`config.mk`:
```
export PLATFORM = sky130hd
export DESIGN_NAME = lru_frame_replacement
export DESIGN_NICKNAME = d
export VERILOG_FILES = /design/src/rtl/core/lfr_pkg.sv /design/src/rtl/core/lru_frame_replacement.sv /design/src/rtl/core/lfr_ram.sv /design/src/rtl/core/lfr_ctrl.sv /design/src/rtl/core/lfr_dp.sv
export SDC_FILE = /design/constraint.sdc
export NUM_CORES = 2
export LEC_CHECK = 0
export BUFFER_PORTS_ARGS = -buffer_cell sky130_fd_sc_hd__buf_2
export CORE_UTILIZATION = 50
export CTS_BUF_LIST = sky130_fd_sc_hd__clkbuf_8
export CTS_CLUSTER_DIAMETER = 150
export DETAILED_ROUTE_END_ITERATION = 16
export PLACE_DENSITY = 0.62
export SKIP_CTS_REPAIR_TIMING = 1
export SYNTH_ARGS = -nofsm -noshare
export SYNTH_HDL_FRONTEND = slang
export SYNTH_SLANG_ARGS = --single-unit
```
`constraint.sdc`:
```
create_clock -name i_clk -period 9.9 [get_ports i_clk]
set_input_delay 0.99 -clock i_clk [delete_from_list [all_inputs] [get_ports i_clk]]
set_output_delay 0.99 -clock i_clk [all_outputs]
set_load 0.02 [all_outputs]
```
`src/rtl/core/lfr_pkg.sv`:
```
// lfr_pkg: shared sizes, payload structs and controller/datapath command types
// for the LRU frame replacement block. No dependencies.
`timescale 1ns / 1ps

package lfr_pkg;

    // table geometry
    localparam int MAX_FRAMES = 32;
    localparam int FRAME_W    = $clog2(MAX_FRAMES);
    localparam int COUNT_W    = 6;
    localparam int PAGE_BITS  = 20;
    localparam int STAMP_BITS = 32;

    localparam logic [COUNT_W-1:0] CFG_RESET = COUNT_W'(MAX_FRAMES);

    // input transaction
    typedef struct packed {
        logic [COUNT_W-1:0]   frame_index;
        logic [PAGE_BITS-1:0] new_page;
    } t_in_item;

    // result transaction
    typedef struct packed {
        logic [FRAME_W-1:0]   chosen_frame;
        logic                 was_miss;
        logic                 evicted;
        logic [PAGE_BITS-1:0] evicted_page;
        logic                 stamp_wrapped;
    } t_out_item;

    // controller -> datapath
    typedef struct packed {
        logic accept;   // capture input transaction
        logic decide;   // hit / empty-frame decision, start scan on a full miss
        logic scan;     // one stamp compare per cycle
        logic page_rd;  // read the victim's page
        logic commit;   // update table, load result register
    } t_dp_cmd;

    // datapath -> controller
    typedef struct packed {
        logic hit;
        logic empty_found;
        logic scan_last;
        logic out_free;
    } t_dp_sts;

    // frames_in_use clamped to 1..MAX_FRAMES
    function automatic logic [COUNT_W-1:0] managed_count(input logic [COUNT_W-1:0] cfg);
        logic [COUNT_W-1:0] n;
        n = cfg;
        if (cfg == '0) begin
            n = COUNT_W'(1);
        end else if (cfg > COUNT_W'(MAX_FRAMES)) begin
            n = COUNT_W'(MAX_FRAMES);
        end
        return n;
    endfunction

endpackage

```
`src/rtl/core/lru_frame_replacement.sv`:
```
// lru_frame_replacement: top level of the LRU page frame replacement block.
// Depends on lfr_pkg, lfr_ctrl, lfr_dp, lfr_ram.
//
//  Channel   Signals                            Moves
//  -------   --------------------------------   ---------------------------------
//  in        i_in_valid / o_in_ready            t_in_item: frame_index, new_page
//  out       o_out_valid / i_out_ready          t_out_item: chosen frame, flags
//  cfg       i_cfg_we / i_cfg_data              frames_in_use, no handshake wait
//
// A hit or a miss that finds an empty frame goes from the decision straight to
// the commit. A miss on a full table scans the stamp RAM one frame a cycle over
// the n managed frames, then reads the victim's page ahead of the commit.
// One transaction is in work at a time; a result waiting in the output
// register stalls only the final commit. Synchronous active-low reset clears
// the valid bits, stamp counter and frames_in_use (to 32); no clearing pass.
`timescale 1ns / 1ps

module lru_frame_replacement (
    input  logic                        i_clk,
    input  logic                        i_rst_n,
    input  logic                        i_cfg_we,
    input  logic [lfr_pkg::COUNT_W-1:0] i_cfg_data,
    input  logic                        i_in_valid,
    output logic                        o_in_ready,
    input  lfr_pkg::t_in_item           i_in_data,
    output logic                        o_out_valid,
    input  logic                        i_out_ready,
    output lfr_pkg::t_out_item          o_out_data
);

    lfr_pkg::t_dp_cmd cmd;
    lfr_pkg::t_dp_sts sts;

    lfr_ctrl u_ctrl (
        .i_clk      (i_clk),
        .i_rst_n    (i_rst_n),
        .i_in_valid (i_in_valid),
        .o_in_ready (o_in_ready),
        .i_sts      (sts),
        .o_cmd      (cmd)
    );

    lfr_dp u_dp (
        .i_clk       (i_clk),
        .i_rst_n     (i_rst_n),
        .i_cfg_we    (i_cfg_we),
        .i_cfg_data  (i_cfg_data),
        .i_in_data   (i_in_data),
        .o_out_valid (o_out_valid),
        .i_out_ready (i_out_ready),
        .o_out_data  (o_out_data),
        .i_cmd       (cmd),
        .o_sts       (sts)
    );

endmodule

```
`src/rtl/core/lfr_ram.sv`:
```
// lfr_ram: generic single-write, single-read RAM with registered read data.
// Depends on nothing.
`timescale 1ns / 1ps

module lfr_ram #(
    parameter int WIDTH = 8,
    parameter int DEPTH = 32
) (
    input  logic                     i_clk,
    input  logic                     i_we,
    input  logic [$clog2(DEPTH)-1:0] i_waddr,
    input  logic [WIDTH-1:0]         i_wdata,
    input  logic                     i_re,
    input  logic [$clog2(DEPTH)-1:0] i_raddr,
    output logic [WIDTH-1:0]         o_rdata
);

    logic [WIDTH-1:0] r_mem [DEPTH];
    logic [WIDTH-1:0] r_rdata;

    // write port
    always_ff @(posedge i_clk) begin
        if (i_we) begin
            r_mem[i_waddr] <= i_wdata;
        end
    end

    // read port, data held when not enabled
    always_ff @(posedge i_clk) begin
        if (i_re) begin
            r_rdata <= r_mem[i_raddr];
        end
    end

    assign o_rdata = r_rdata;

endmodule

```
`src/rtl/core/lfr_ctrl.sv`:
```
// lfr_ctrl: sequencing FSM for the LRU frame replacement block.
// Depends on lfr_pkg.
`timescale 1ns / 1ps

module lfr_ctrl (
    input  logic             i_clk,
    input  logic             i_rst_n,
    input  logic             i_in_valid,
    output logic             o_in_ready,
    input  lfr_pkg::t_dp_sts i_sts,
    output lfr_pkg::t_dp_cmd o_cmd
);

    typedef enum logic [2:0] {
        ST_IDLE,
        ST_DECIDE,
        ST_SCAN,
        ST_PAGE_RD,
        ST_FINISH
    } t_state;

    t_state r_state;
    logic   r_in_ready;

    // commands from current state
    always_comb begin
        o_cmd         = '0;
        o_cmd.accept  = r_in_ready && i_in_valid;
        o_cmd.decide  = (r_state == ST_DECIDE);
        o_cmd.scan    = (r_state == ST_SCAN);
        o_cmd.page_rd = (r_state == ST_PAGE_RD);
        o_cmd.commit  = (r_state == ST_FINISH) && i_sts.out_free;
    end

    assign o_in_ready = r_in_ready;

    // state and ready register
    always_ff @(posedge i_clk) begin
        if (!i_rst_n) begin
            r_state    <= ST_IDLE;
            r_in_ready <= 1'b1;
        end else begin
            case (r_state)
                ST_IDLE: begin
                    if (o_cmd.accept) begin
                        r_state    <= ST_DECIDE;
                        r_in_ready <= 1'b0;
                    end
                end
                ST_DECIDE: begin
                    if (i_sts.hit || i_sts.empty_found) begin
                        r_state <= ST_FINISH;
                    end else begin
                        r_state <= ST_SCAN;
                    end
                end
                ST_SCAN: begin
                    if (i_sts.scan_last) begin
                        r_state <= ST_PAGE_RD;
                    end
                end
                ST_PAGE_RD: begin
                    r_state <= ST_FINISH;
                end
                ST_FINISH: begin
                    if (i_sts.out_free) begin
                        r_state    <= ST_IDLE;
                        r_in_ready <= 1'b1;
                    end
                end
                default: begin
                    r_state    <= ST_IDLE;
                    r_in_ready <= 1'b1;
                end
            endcase
        end
    end

endmodule

```
`src/rtl/core/lfr_dp.sv`:
```
// lfr_dp: frame table, stamp counter, LRU scan and result register.
// Depends on lfr_pkg and lfr_ram.
`timescale 1ns / 1ps

module lfr_dp (
    input  logic                            i_clk,
    input  logic                            i_rst_n,
    input  logic                            i_cfg_we,
    input  logic [lfr_pkg::COUNT_W-1:0]     i_cfg_data,
    input  lfr_pkg::t_in_item               i_in_data,
    output logic                            o_out_valid,
    input  logic                            i_out_ready,
    output lfr_pkg::t_out_item              o_out_data,
    input  lfr_pkg::t_dp_cmd                i_cmd,
    output lfr_pkg::t_dp_sts                o_sts
);

    logic [lfr_pkg::COUNT_W-1:0]    r_frames_in_use;
    logic [lfr_pkg::COUNT_W-1:0]    n_count;
    logic [lfr_pkg::MAX_FRAMES-1:0] r_valid;
    logic [lfr_pkg::STAMP_BITS-1:0] r_stamp_cnt;

    logic [lfr_pkg::COUNT_W-1:0]    r_idx;
    logic [lfr_pkg::PAGE_BITS-1:0]  r_page;
    logic [lfr_pkg::FRAME_W-1:0]    r_chosen;
    logic                           r_miss;
    logic                           r_evict;

    logic [lfr_pkg::COUNT_W-1:0]    r_scan_addr;
    logic [lfr_pkg::FRAME_W-1:0]    r_cmp_idx;
    logic                           r_first;
    logic [lfr_pkg::STAMP_BITS-1:0] r_best;

    logic                           r_out_valid;
    lfr_pkg::t_out_item             r_out;

    logic                           hit;
    logic                           empty_found;
    logic [lfr_pkg::FRAME_W-1:0]    empty_idx;
    logic                           full_miss;
    logic                           scan_last;
    logic                           out_free;

    logic                           stamp_re;
    logic [lfr_pkg::FRAME_W-1:0]    stamp_raddr;
    logic [lfr_pkg::STAMP_BITS-1:0] stamp_rdata;
    logic [lfr_pkg::PAGE_BITS-1:0]  page_rdata;

    // configuration register
    always_ff @(posedge i_clk) begin
        if (!i_rst_n) begin
            r_frames_in_use <= lfr_pkg::CFG_RESET;
        end else if (i_cfg_we) begin
            r_frames_in_use <= i_cfg_data;
        end
    end

    assign n_count = lfr_pkg::managed_count(r_frames_in_use);

    // lowest invalid frame within the managed count
    always_comb begin
        empty_found = 1'b0;
        empty_idx   = '0;
        for (int k = 0; k < lfr_pkg::MAX_FRAMES; k++) begin
            if (!empty_found && !r_valid[k]
                && (lfr_pkg::COUNT_W'(k) < n_count)) begin
                empty_found = 1'b1;
                empty_idx   = lfr_pkg::FRAME_W'(k);
            end
        end
    end

    assign hit       = (r_idx < n_count);
    assign full_miss = !hit && !empty_found;
    assign scan_last = ({1'b0, r_cmp_idx} == (n_count - lfr_pkg::COUNT_W'(1)));
    assign out_free  = !r_out_valid || i_out_ready;

    always_comb begin
        o_sts             = '0;
        o_sts.hit         = hit;
        o_sts.empty_found = empty_found;
        o_sts.scan_last   = scan_last;
        o_sts.out_free    = out_free;
    end

    // stamp read address: frame 0 at decide, then one per scan cycle
    assign stamp_re    = (i_cmd.decide && full_miss)
                       || (i_cmd.scan && (r_scan_addr < n_count));
    assign stamp_raddr = i_cmd.decide ? '0 : r_scan_addr[lfr_pkg::FRAME_W-1:0];

    lfr_ram #(
        .WIDTH (lfr_pkg::STAMP_BITS),
        .DEPTH (lfr_pkg::MAX_FRAMES)
    ) u_stamp_ram (
        .i_clk   (i_clk),
        .i_we    (i_cmd.commit),
        .i_waddr (r_chosen),
        .i_wdata (r_stamp_cnt),
        .i_re    (stamp_re),
        .i_raddr (stamp_raddr),
        .o_rdata (stamp_rdata)
    );

    lfr_ram #(
        .WIDTH (lfr_pkg::PAGE_BITS),
        .DEPTH (lfr_pkg::MAX_FRAMES)
    ) u_page_ram (
        .i_clk   (i_clk),
        .i_we    (i_cmd.commit && r_miss),
        .i_waddr (r_chosen),
        .i_wdata (r_page),
        .i_re    (i_cmd.page_rd),
        .i_raddr (r_chosen),
        .o_rdata (page_rdata)
    );

    // transaction capture, decision and LRU scan
    always_ff @(posedge i_clk) begin
        if (i_cmd.accept) begin
            r_idx  <= i_in_data.frame_index;
            r_page <= i_in_data.new_page;
        end
        if (i_cmd.decide) begin
            r_scan_addr <= lfr_pkg::COUNT_W'(1);
            r_cmp_idx   <= '0;
            r_first     <= 1'b1;
            if (hit) begin
                r_chosen <= r_idx[lfr_pkg::FRAME_W-1:0];
                r_miss   <= 1'b0;
                r_evict  <= 1'b0;
            end else if (empty_found) begin
                r_chosen <= empty_idx;
                r_miss   <= 1'b1;
                r_evict  <= 1'b0;
            end else begin
                r_chosen <= '0;
                r_miss   <= 1'b1;
                r_evict  <= 1'b1;
            end
        end
        if (i_cmd.scan) begin
            // strict less-than keeps the lower index on ties
            if (r_first || (stamp_rdata < r_best)) begin
                r_best   <= stamp_rdata;
                r_chosen <= r_cmp_idx;
            end
            r_first   <= 1'b0;
            r_cmp_idx <= r_cmp_idx + lfr_pkg::FRAME_W'(1);
            if (r_scan_addr < n_count) begin
                r_scan_addr <= r_scan_addr + lfr_pkg::COUNT_W'(1);
            end
        end
    end

    // table state and stamp counter
    always_ff @(posedge i_clk) begin
        if (!i_rst_n) begin
            r_valid     <= '0;
            r_stamp_cnt <= '0;
        end else if (i_cmd.commit) begin
            r_stamp_cnt <= r_stamp_cnt + lfr_pkg::STAMP_BITS'(1);
            if (r_miss) begin
                r_valid[r_chosen] <= 1'b1;
            end
        end
    end

    // result register
    always_ff @(posedge i_clk) begin
        if (!i_rst_n) begin
            r_out_valid <= 1'b0;
        end else if (i_cmd.commit) begin
            r_out_valid <= 1'b1;
        end else if (i_out_ready) begin
            r_out_valid <= 1'b0;
        end
    end

    always_ff @(posedge i_clk) begin
        if (i_cmd.commit) begin
            r_out.chosen_frame  <= r_chosen;
            r_out.was_miss      <= r_miss;
            r_out.evicted       <= r_evict;
            r_out.evicted_page  <= r_evict ? page_rdata : '0;
            r_out.stamp_wrapped <= &r_stamp_cnt;
        end
    end

    assign o_out_valid = r_out_valid;
    assign o_out_data  = r_out;

endmodule

```
### Yosys cells after proc, flatten, opt, wreduce, memory -nomap -nowiden

Memories as Yosys holds them, arrays and structs flattened. A register that Yosys moved wholly into a read port is not among the register bits.
Index checks and enable logic that the tools add are counted.

* output and inout bits: 30
* logic and storage cells: 318
* memory bits (writable): 1664
* bits in registers: 180
* memories kept: 2

Memories
* u_dp.u_stamp_ram.r_mem: depth 32, bits a word 32, rd ports 1, clocked after Yosys merged registers in 1, wr ports 1, line lfr_ram.sv:18 `logic [WIDTH-1:0] r_mem [DEPTH];`
* u_dp.u_page_ram.r_mem: depth 32, bits a word 20, rd ports 1, clocked after Yosys merged registers in 1, wr ports 1, line lfr_ram.sv:18

* order comparisons: 38
* add/subtract/negate cells: 4
* reduce and logical (&&, ||, !) cells: 150
* multiplexer cells: 94
* eq/ne operators: 8
* bitwise operators: 2

Operators with widths (count)
* 2-to-1 mux 5 bit: 24
* < comparator 5 x 6 -> 1 bit, first input constant: 16
* logical AND 1 bit: 70
* zero test 1 bit: 66
* < comparator 4 x 6 -> 1 bit, first input constant: 8
* 2-to-1 mux 1 bit: 44
* adder 32 x 1 -> 32 bit, second input constant: 1
* < comparator 32 bit: 1
* 2-to-1 mux 4 bit: 8
* OR 32 bit: 1
* AND reduction 32 bit: 1
* 2-to-1 mux 6 bit: 5
* < comparator 3 x 6 -> 1 bit, first input constant: 4
* 2-to-1 mux 3 bit: 8
* case mux 3 bit (5 select lines): 1
* < comparator 1 x 6 -> 1 bit, first input constant: 2
* < comparator 2 x 6 -> 1 bit, first input constant: 2
* < comparator 6 bit: 2
* adder 6 x 1 -> 6 bit, second input constant: 1
* == test 3 x 2 -> 1 bit, second input constant: 2
* == test 5 x 6 -> 1 bit: 1
* > comparator 6 bit, second input constant: 1
* zero test 6 bit: 1
* < comparator 5 x 6 -> 1 bit, second input constant: 1
* other kinds (17): 25

### Depth between registers and ports, before layout

* word-level depth: 135
* mapped depth: 14
* depth with buffers taken out: 12

### Modules after synthesis

Synthesis repeated with hierarchy kept, for this count alone.

* cell total of the unflattened synthesis: 4557
* area, all modules: 75568.7 µm²

By module, submodules not included
* lfr_ram (u_dp.u_stamp_ram): instances 1, cells each 2260, area each 40805.4 µm², seq. area each 31710.4 µm²
* lfr_ram (u_dp.u_page_ram): instances 1, cells each 1414, area each 25753.4 µm², seq. area each 19819.0 µm²
* lfr_dp: instances 1, cells each 855, area each 8775.9 µm², seq. area each 4454.3 µm²
* lfr_ctrl: instances 1, cells each 28, area each 234.0 µm², seq. area each 80.1 µm²

### Worst setup path before layout

Ideal clock, no wire load.

* path kind: input-to-reg
* from: input port i_out_ready
* to: memory u_dp.u_stamp_ram.r_mem[11][0] (netlist bit), enable pin
* buffers on the path: 1
* path slack: 5.236 ns
* library setup time: 0.421 ns
* data arrival time: 4.243 ns
* stages on the path: 6
* cell sequence: nand2b_1 > nand3_1 > inv_2 > clkbuf_1 > nand3_1 > nor2_1

RTL lines
* start, declared: line lru_frame_replacement.sv:27 `input logic i_out_ready,`
* end, declared: line lfr_ram.sv:18

### Worst setup path in the final report

* from: register u_dp.r_frames_in_use[5] (netlist bit)
* to: register u_dp.u_stamp_ram.r_rdata[5], in the netlist u_dp.u_stamp_ram.o_rdata[5], read port of u_dp.u_stamp_ram.r_mem, enable pin

* longest elaborated chain between the ends: 134
* elaborated cells on any way between the ends: 170

RTL lines
* start, declared: line lfr_dp.sv:18 `logic [lfr_pkg::COUNT_W-1:0] r_frames_in_use;`
* start signal, assigned: line lfr_dp.sv:52 `r_frames_in_use <= lfr_pkg::CFG_RESET;`
* start signal, assigned: line lfr_dp.sv:54 `r_frames_in_use <= i_cfg_data;`
* > comparator 6 bit: line lfr_pkg.sv:54 `end else if (cfg > COUNT_W'(MAX_FRAMES)) begin`
* 2-to-1 mux 6 bit: line lfr_pkg.sv:54
* 2-to-1 mux 6 bit (*): line lfr_pkg.sv:52 `if (cfg == '0) begin`
* < comparator 1 x 6 -> 1 bit: line lfr_dp.sv:66 `&& (lfr_pkg::COUNT_W'(k) < n_count)) begin`
* logical AND 1 bit: line lfr_dp.sv:66
* 2-to-1 mux 1 bit: line lfr_dp.sv:65 `if (!empty_found && !r_valid[k]`
* zero test 1 bit: line lfr_dp.sv:65
* logical AND 1 bit: line lfr_dp.sv:65
* [... 119 more ...]
* logical AND 1 bit: line lfr_dp.sv:65
* logical AND 1 bit: line lfr_dp.sv:66
* 2-to-1 mux 1 bit: line lfr_dp.sv:65
* zero test 1 bit: line lfr_dp.sv:74 `assign full_miss = !hit && !empty_found;`
* logical AND 1 bit: line lfr_dp.sv:74
* logical AND 1 bit: line lfr_dp.sv:87 `assign stamp_re = (i_cmd.decide && full_miss)`
* logical OR 1 bit (*): line lfr_dp.sv:88 `|| (i_cmd.scan && (r_scan_addr < n_count));`
* via u_dp.stamp_re: line lfr_dp.sv:44 `logic stamp_re;`
* end, declared: line lfr_ram.sv:19 `logic [WIDTH-1:0] r_rdata;`

The timed path passes the listed nets; every way through them passes the cells marked *.
A chain may end at the register's enable or synchronous reset.

==> results.yml <==
grt:
  grtUsageTotal_pct: 24.35
  antenna_found_initial: 3
  globalRoute.totalOverflow: 0
  grt_pass1_wl_microns: 259100
  grt_pass1_vias: 38420
  grt_max_degree: 125
route:
  finalWirelength_microns: 179900
  first_pass_iters: 7
  drtIter0Drc: 3557
  detail_route.vias_per_cell: 5.988
  wire_per_inst_microns: 28.56
  vias: 37710
  drtAntennaViolNets: 0
  route.detailed.drc: 0
synth:
  syn-cell-area_sq_um: 73760
  synth_area_per_cell_sq_um: 18.82
  ys_top_cells_by_count: "1809 x edfxtp_1, 352 x mux4_2, 184 x nand2_1, 174 x nor2_1, 164 x o21ai_0"
  ys_seq_area_share_pct: 76.01
  ys_seq_elements: 1896
  ys.flop_type: "edfxtp_1"
  yosysWarnings: 0
  synth.distinct_cells: 68
  synth_edf_count: 1809
  synth_area_leaders: "edfxtp_1 74%, mux4_2 11%, dfxtp_1 2.4%"
  syn-instance-count: 3919
  syn-num-nets: 4003
  ys_async_sr_fraction_pct: 0
  yosysTopAreaCell: "edfxtp_1"
  synth_top_area_share_pct: 73.65
  post-synth-top-count-cell: "edfxtp_1"
timing:
  fmax_mhz: 199.4
  finalSetupViolations: 0
  finalCritPeriodShare_pct: 50.66
  drv_slew: 0
  finalHoldViolations: 0
  whs_ns: 0.1906
  fin_skew_ns: 0.05533
  layout_min_cycle_time_ns: 5.015
  rsz0062_at_grt: "false"
  tns_ns: 0
  worst_pin_slew_ns: 1.318
  slew_headroom_pct: 12.04
layout:
  fin_cells: 6298
  syn2layout_area_growth_pct: 11.77
  final-seq-area_sq_um: 56080
  drive_gt1_share_pct: 23.66
  final_area_sq_um: 82440
  fillCellCount: 11160
  nets: 4246
  multi_input_area_sq_um: 17220
floorplan:
  die_y_microns: 386.1
  placementRows: 140
  start_util_pct: 50.49
  io-pin-count: 67
  design.core.area_sq_um: 146100
  die_x_microns: 386.1
  die_area_sq_um: 149100
pwr:
  report.power.total_mw: 16.37
  p_leak_nw: 26.20
  vdd.ir_drop.worst_mv: 0.1323
  power_density_nw_per_um2: 198.6
worst_setup_path:
  arrival_ns: 5.60
  startpoint_type: "flop"
  cp_data_required_time_ns: 10.48
  worstSetupPathType: "reg2reg"
  cp_max_fo: 32
  endpoint_kind: "flop"
cts:
  clockBufferDepth: 4
  cts_tree: "yes"
  h-tree-depth: 5
  cts_root_buf: "clkbuf_8"
  cts.sinks: 1896
  clock_latency_ns: 0.99
  cts_made_buffers: 317
  clkTransAtPathRegs_ns: 0.06
place:
  place_congestion: 0.8468
  placed_cells: 5760
  dpl.hpwl_microns: 91220
  numPortBuffers: 66
  postPlaceCellArea_sq_um: 76820
run_status:
  status: "completed"
worst_hold_path:
  hold_path_class: "in2reg"
run:
  maxCapViolations: 0
path summary, 6_finish.rpt:
kind | cells past startpoint | start | slack [ns] | end
worst max-delay path | 13 | u_dp.r_frames_in_use[5] | 4.88 | u_dp.u_stamp_ram.o_rdata[5]
worst min-delay path | 1 | i_in_data[15] | 0.19 | u_dp.r_page[15]
worst max register to register | 13 | u_dp.r_frames_in_use[5] | 4.88 | u_dp.u_stamp_ram.o_rdata[5]
worst min register to register | 0 | u_dp.u_stamp_ram.o_rdata[4] | 0.47 | u_dp.r_best[4]
where the power goes:
group,leakage [nW],switching (mW),internal [mW],total (mW)
Sequential,16.5,0.127,8.79,8.92
Clock,3.24,2.99,3.28,6.28
Combinational,6.49,0.654,0.522,1.18
logic make-up (layout without fill, tap and decap cells):
kind of cell | count (synthesis) | after routing | synth area share (%)
DFF | 1896 | 1896 | 76.01
xor gates and xnor gates | 36 | 36 | 0.4275
AOI/OAI and AO/OA | 557 | 557 | 4.634
other | 0 | 2 | 0
muxes | 489 | 489 | 12.72
buffers and inverters | 268 | 728 | 1.393
and+or+nand+nor | 626 | 626 | 4.020
adders and majority gates | 47 | 47 | 0.7973
routing by layer:
metal | up-vias | wire length [microns] | GRT usage, %
met5 | - | 0 | 0
met4 | 0 | 4617 | 7.964
met3 | 337 | 10050 | 3.743
met2 | 1276 | 90870 | 40.79
met1 | 19760 | 74340 | 32.82
li1 | 16340 | - | -
registers in the layout, summed over array words and instances (netlist names), 3 cells and up:
signal and count:
u_dp.o_out_data 28, u_dp.u_stamp_ram.o_rdata 32, u_dp.u_page_ram.o_rdata 20, u_dp.r_valid 32, u_ctrl.r_state 3, u_dp.r_idx 6
u_dp.r_scan_addr 6, u_dp.r_cmp_idx 5, u_dp.u_page_ram.r_mem 640, u_dp.r_stamp_cnt 32, u_dp.r_chosen 5, u_dp.r_frames_in_use 6
u_dp.r_page 20, u_dp.r_best 32, u_dp.u_stamp_ram.r_mem 1024
layout make-up:
type	instances	share of cell area [%]
Sequential cell	1896	68.03
Timing Repair Buffer	141	1.129
Antenna cell	2	0.006071
Tap cell	1917	2.910
Clock inverter	205	1.276
Inverter	51	0.2337
Multi-Input combinational cell	1755	20.89
Clock buffer	331	5.526
critical path: stages (launching register included):
cell       delay (ns)
dfxtp_1          0.84
inv_2            0.28
o21ai_1          0.36
inv_1            0.15
ha_1             0.32
a2111oi_0        0.45
o22a_1           0.30
o2111ai_1        0.24
nor4b_4          0.45
nand2_2          0.14
nor3_1           0.29
nand2_1          0.14
nand2_2          0.13
buf_4            0.49
cells in the final DEF, fill, tap and decap left out, types with 6 or more instances in the layout:
cell type,n
o21a_1,38
mux4_2,352
clkinvlp_4,6
a21oi_1,95
nand3b_1,6
clkinv_2,37
o21ai_1,59
a22oi_1,81
xor2_1,9
mux2_2,65
or3_1,13
xnor2_1,27
a31oi_1,8
ha_1,47
nor3_1,14
edfxtp_1,1809
a221oi_1,6
clkinv_1,59
inv_1,143
buf_2,66
and2_1,48
nor2b_1,13
a21boi_0,8
bufinv_16,8
o211ai_1,41
clkbuf_8,331
buf_4,72
nand2b_1,11
o21ai_0,164
nor2_1,109
and3_1,7
a21o_1,12
mux2i_1,72
nor2_4,64
nand4_1,36
nand2_1,178
dfxtp_1,83
nand3_1,92
metrics by stage:
step / utilization (%) / worst slack [ns]
after floorplan: - / 5.236
after global placement: 52.59 / 5.051
after detailed placement: 52.59 / 4.884
after CTS: 56.43 / 4.900
after global routing: 56.43 / 4.527
final: 56.43 / 4.885
Note: power is estimated with default switching activity, not from simulation.
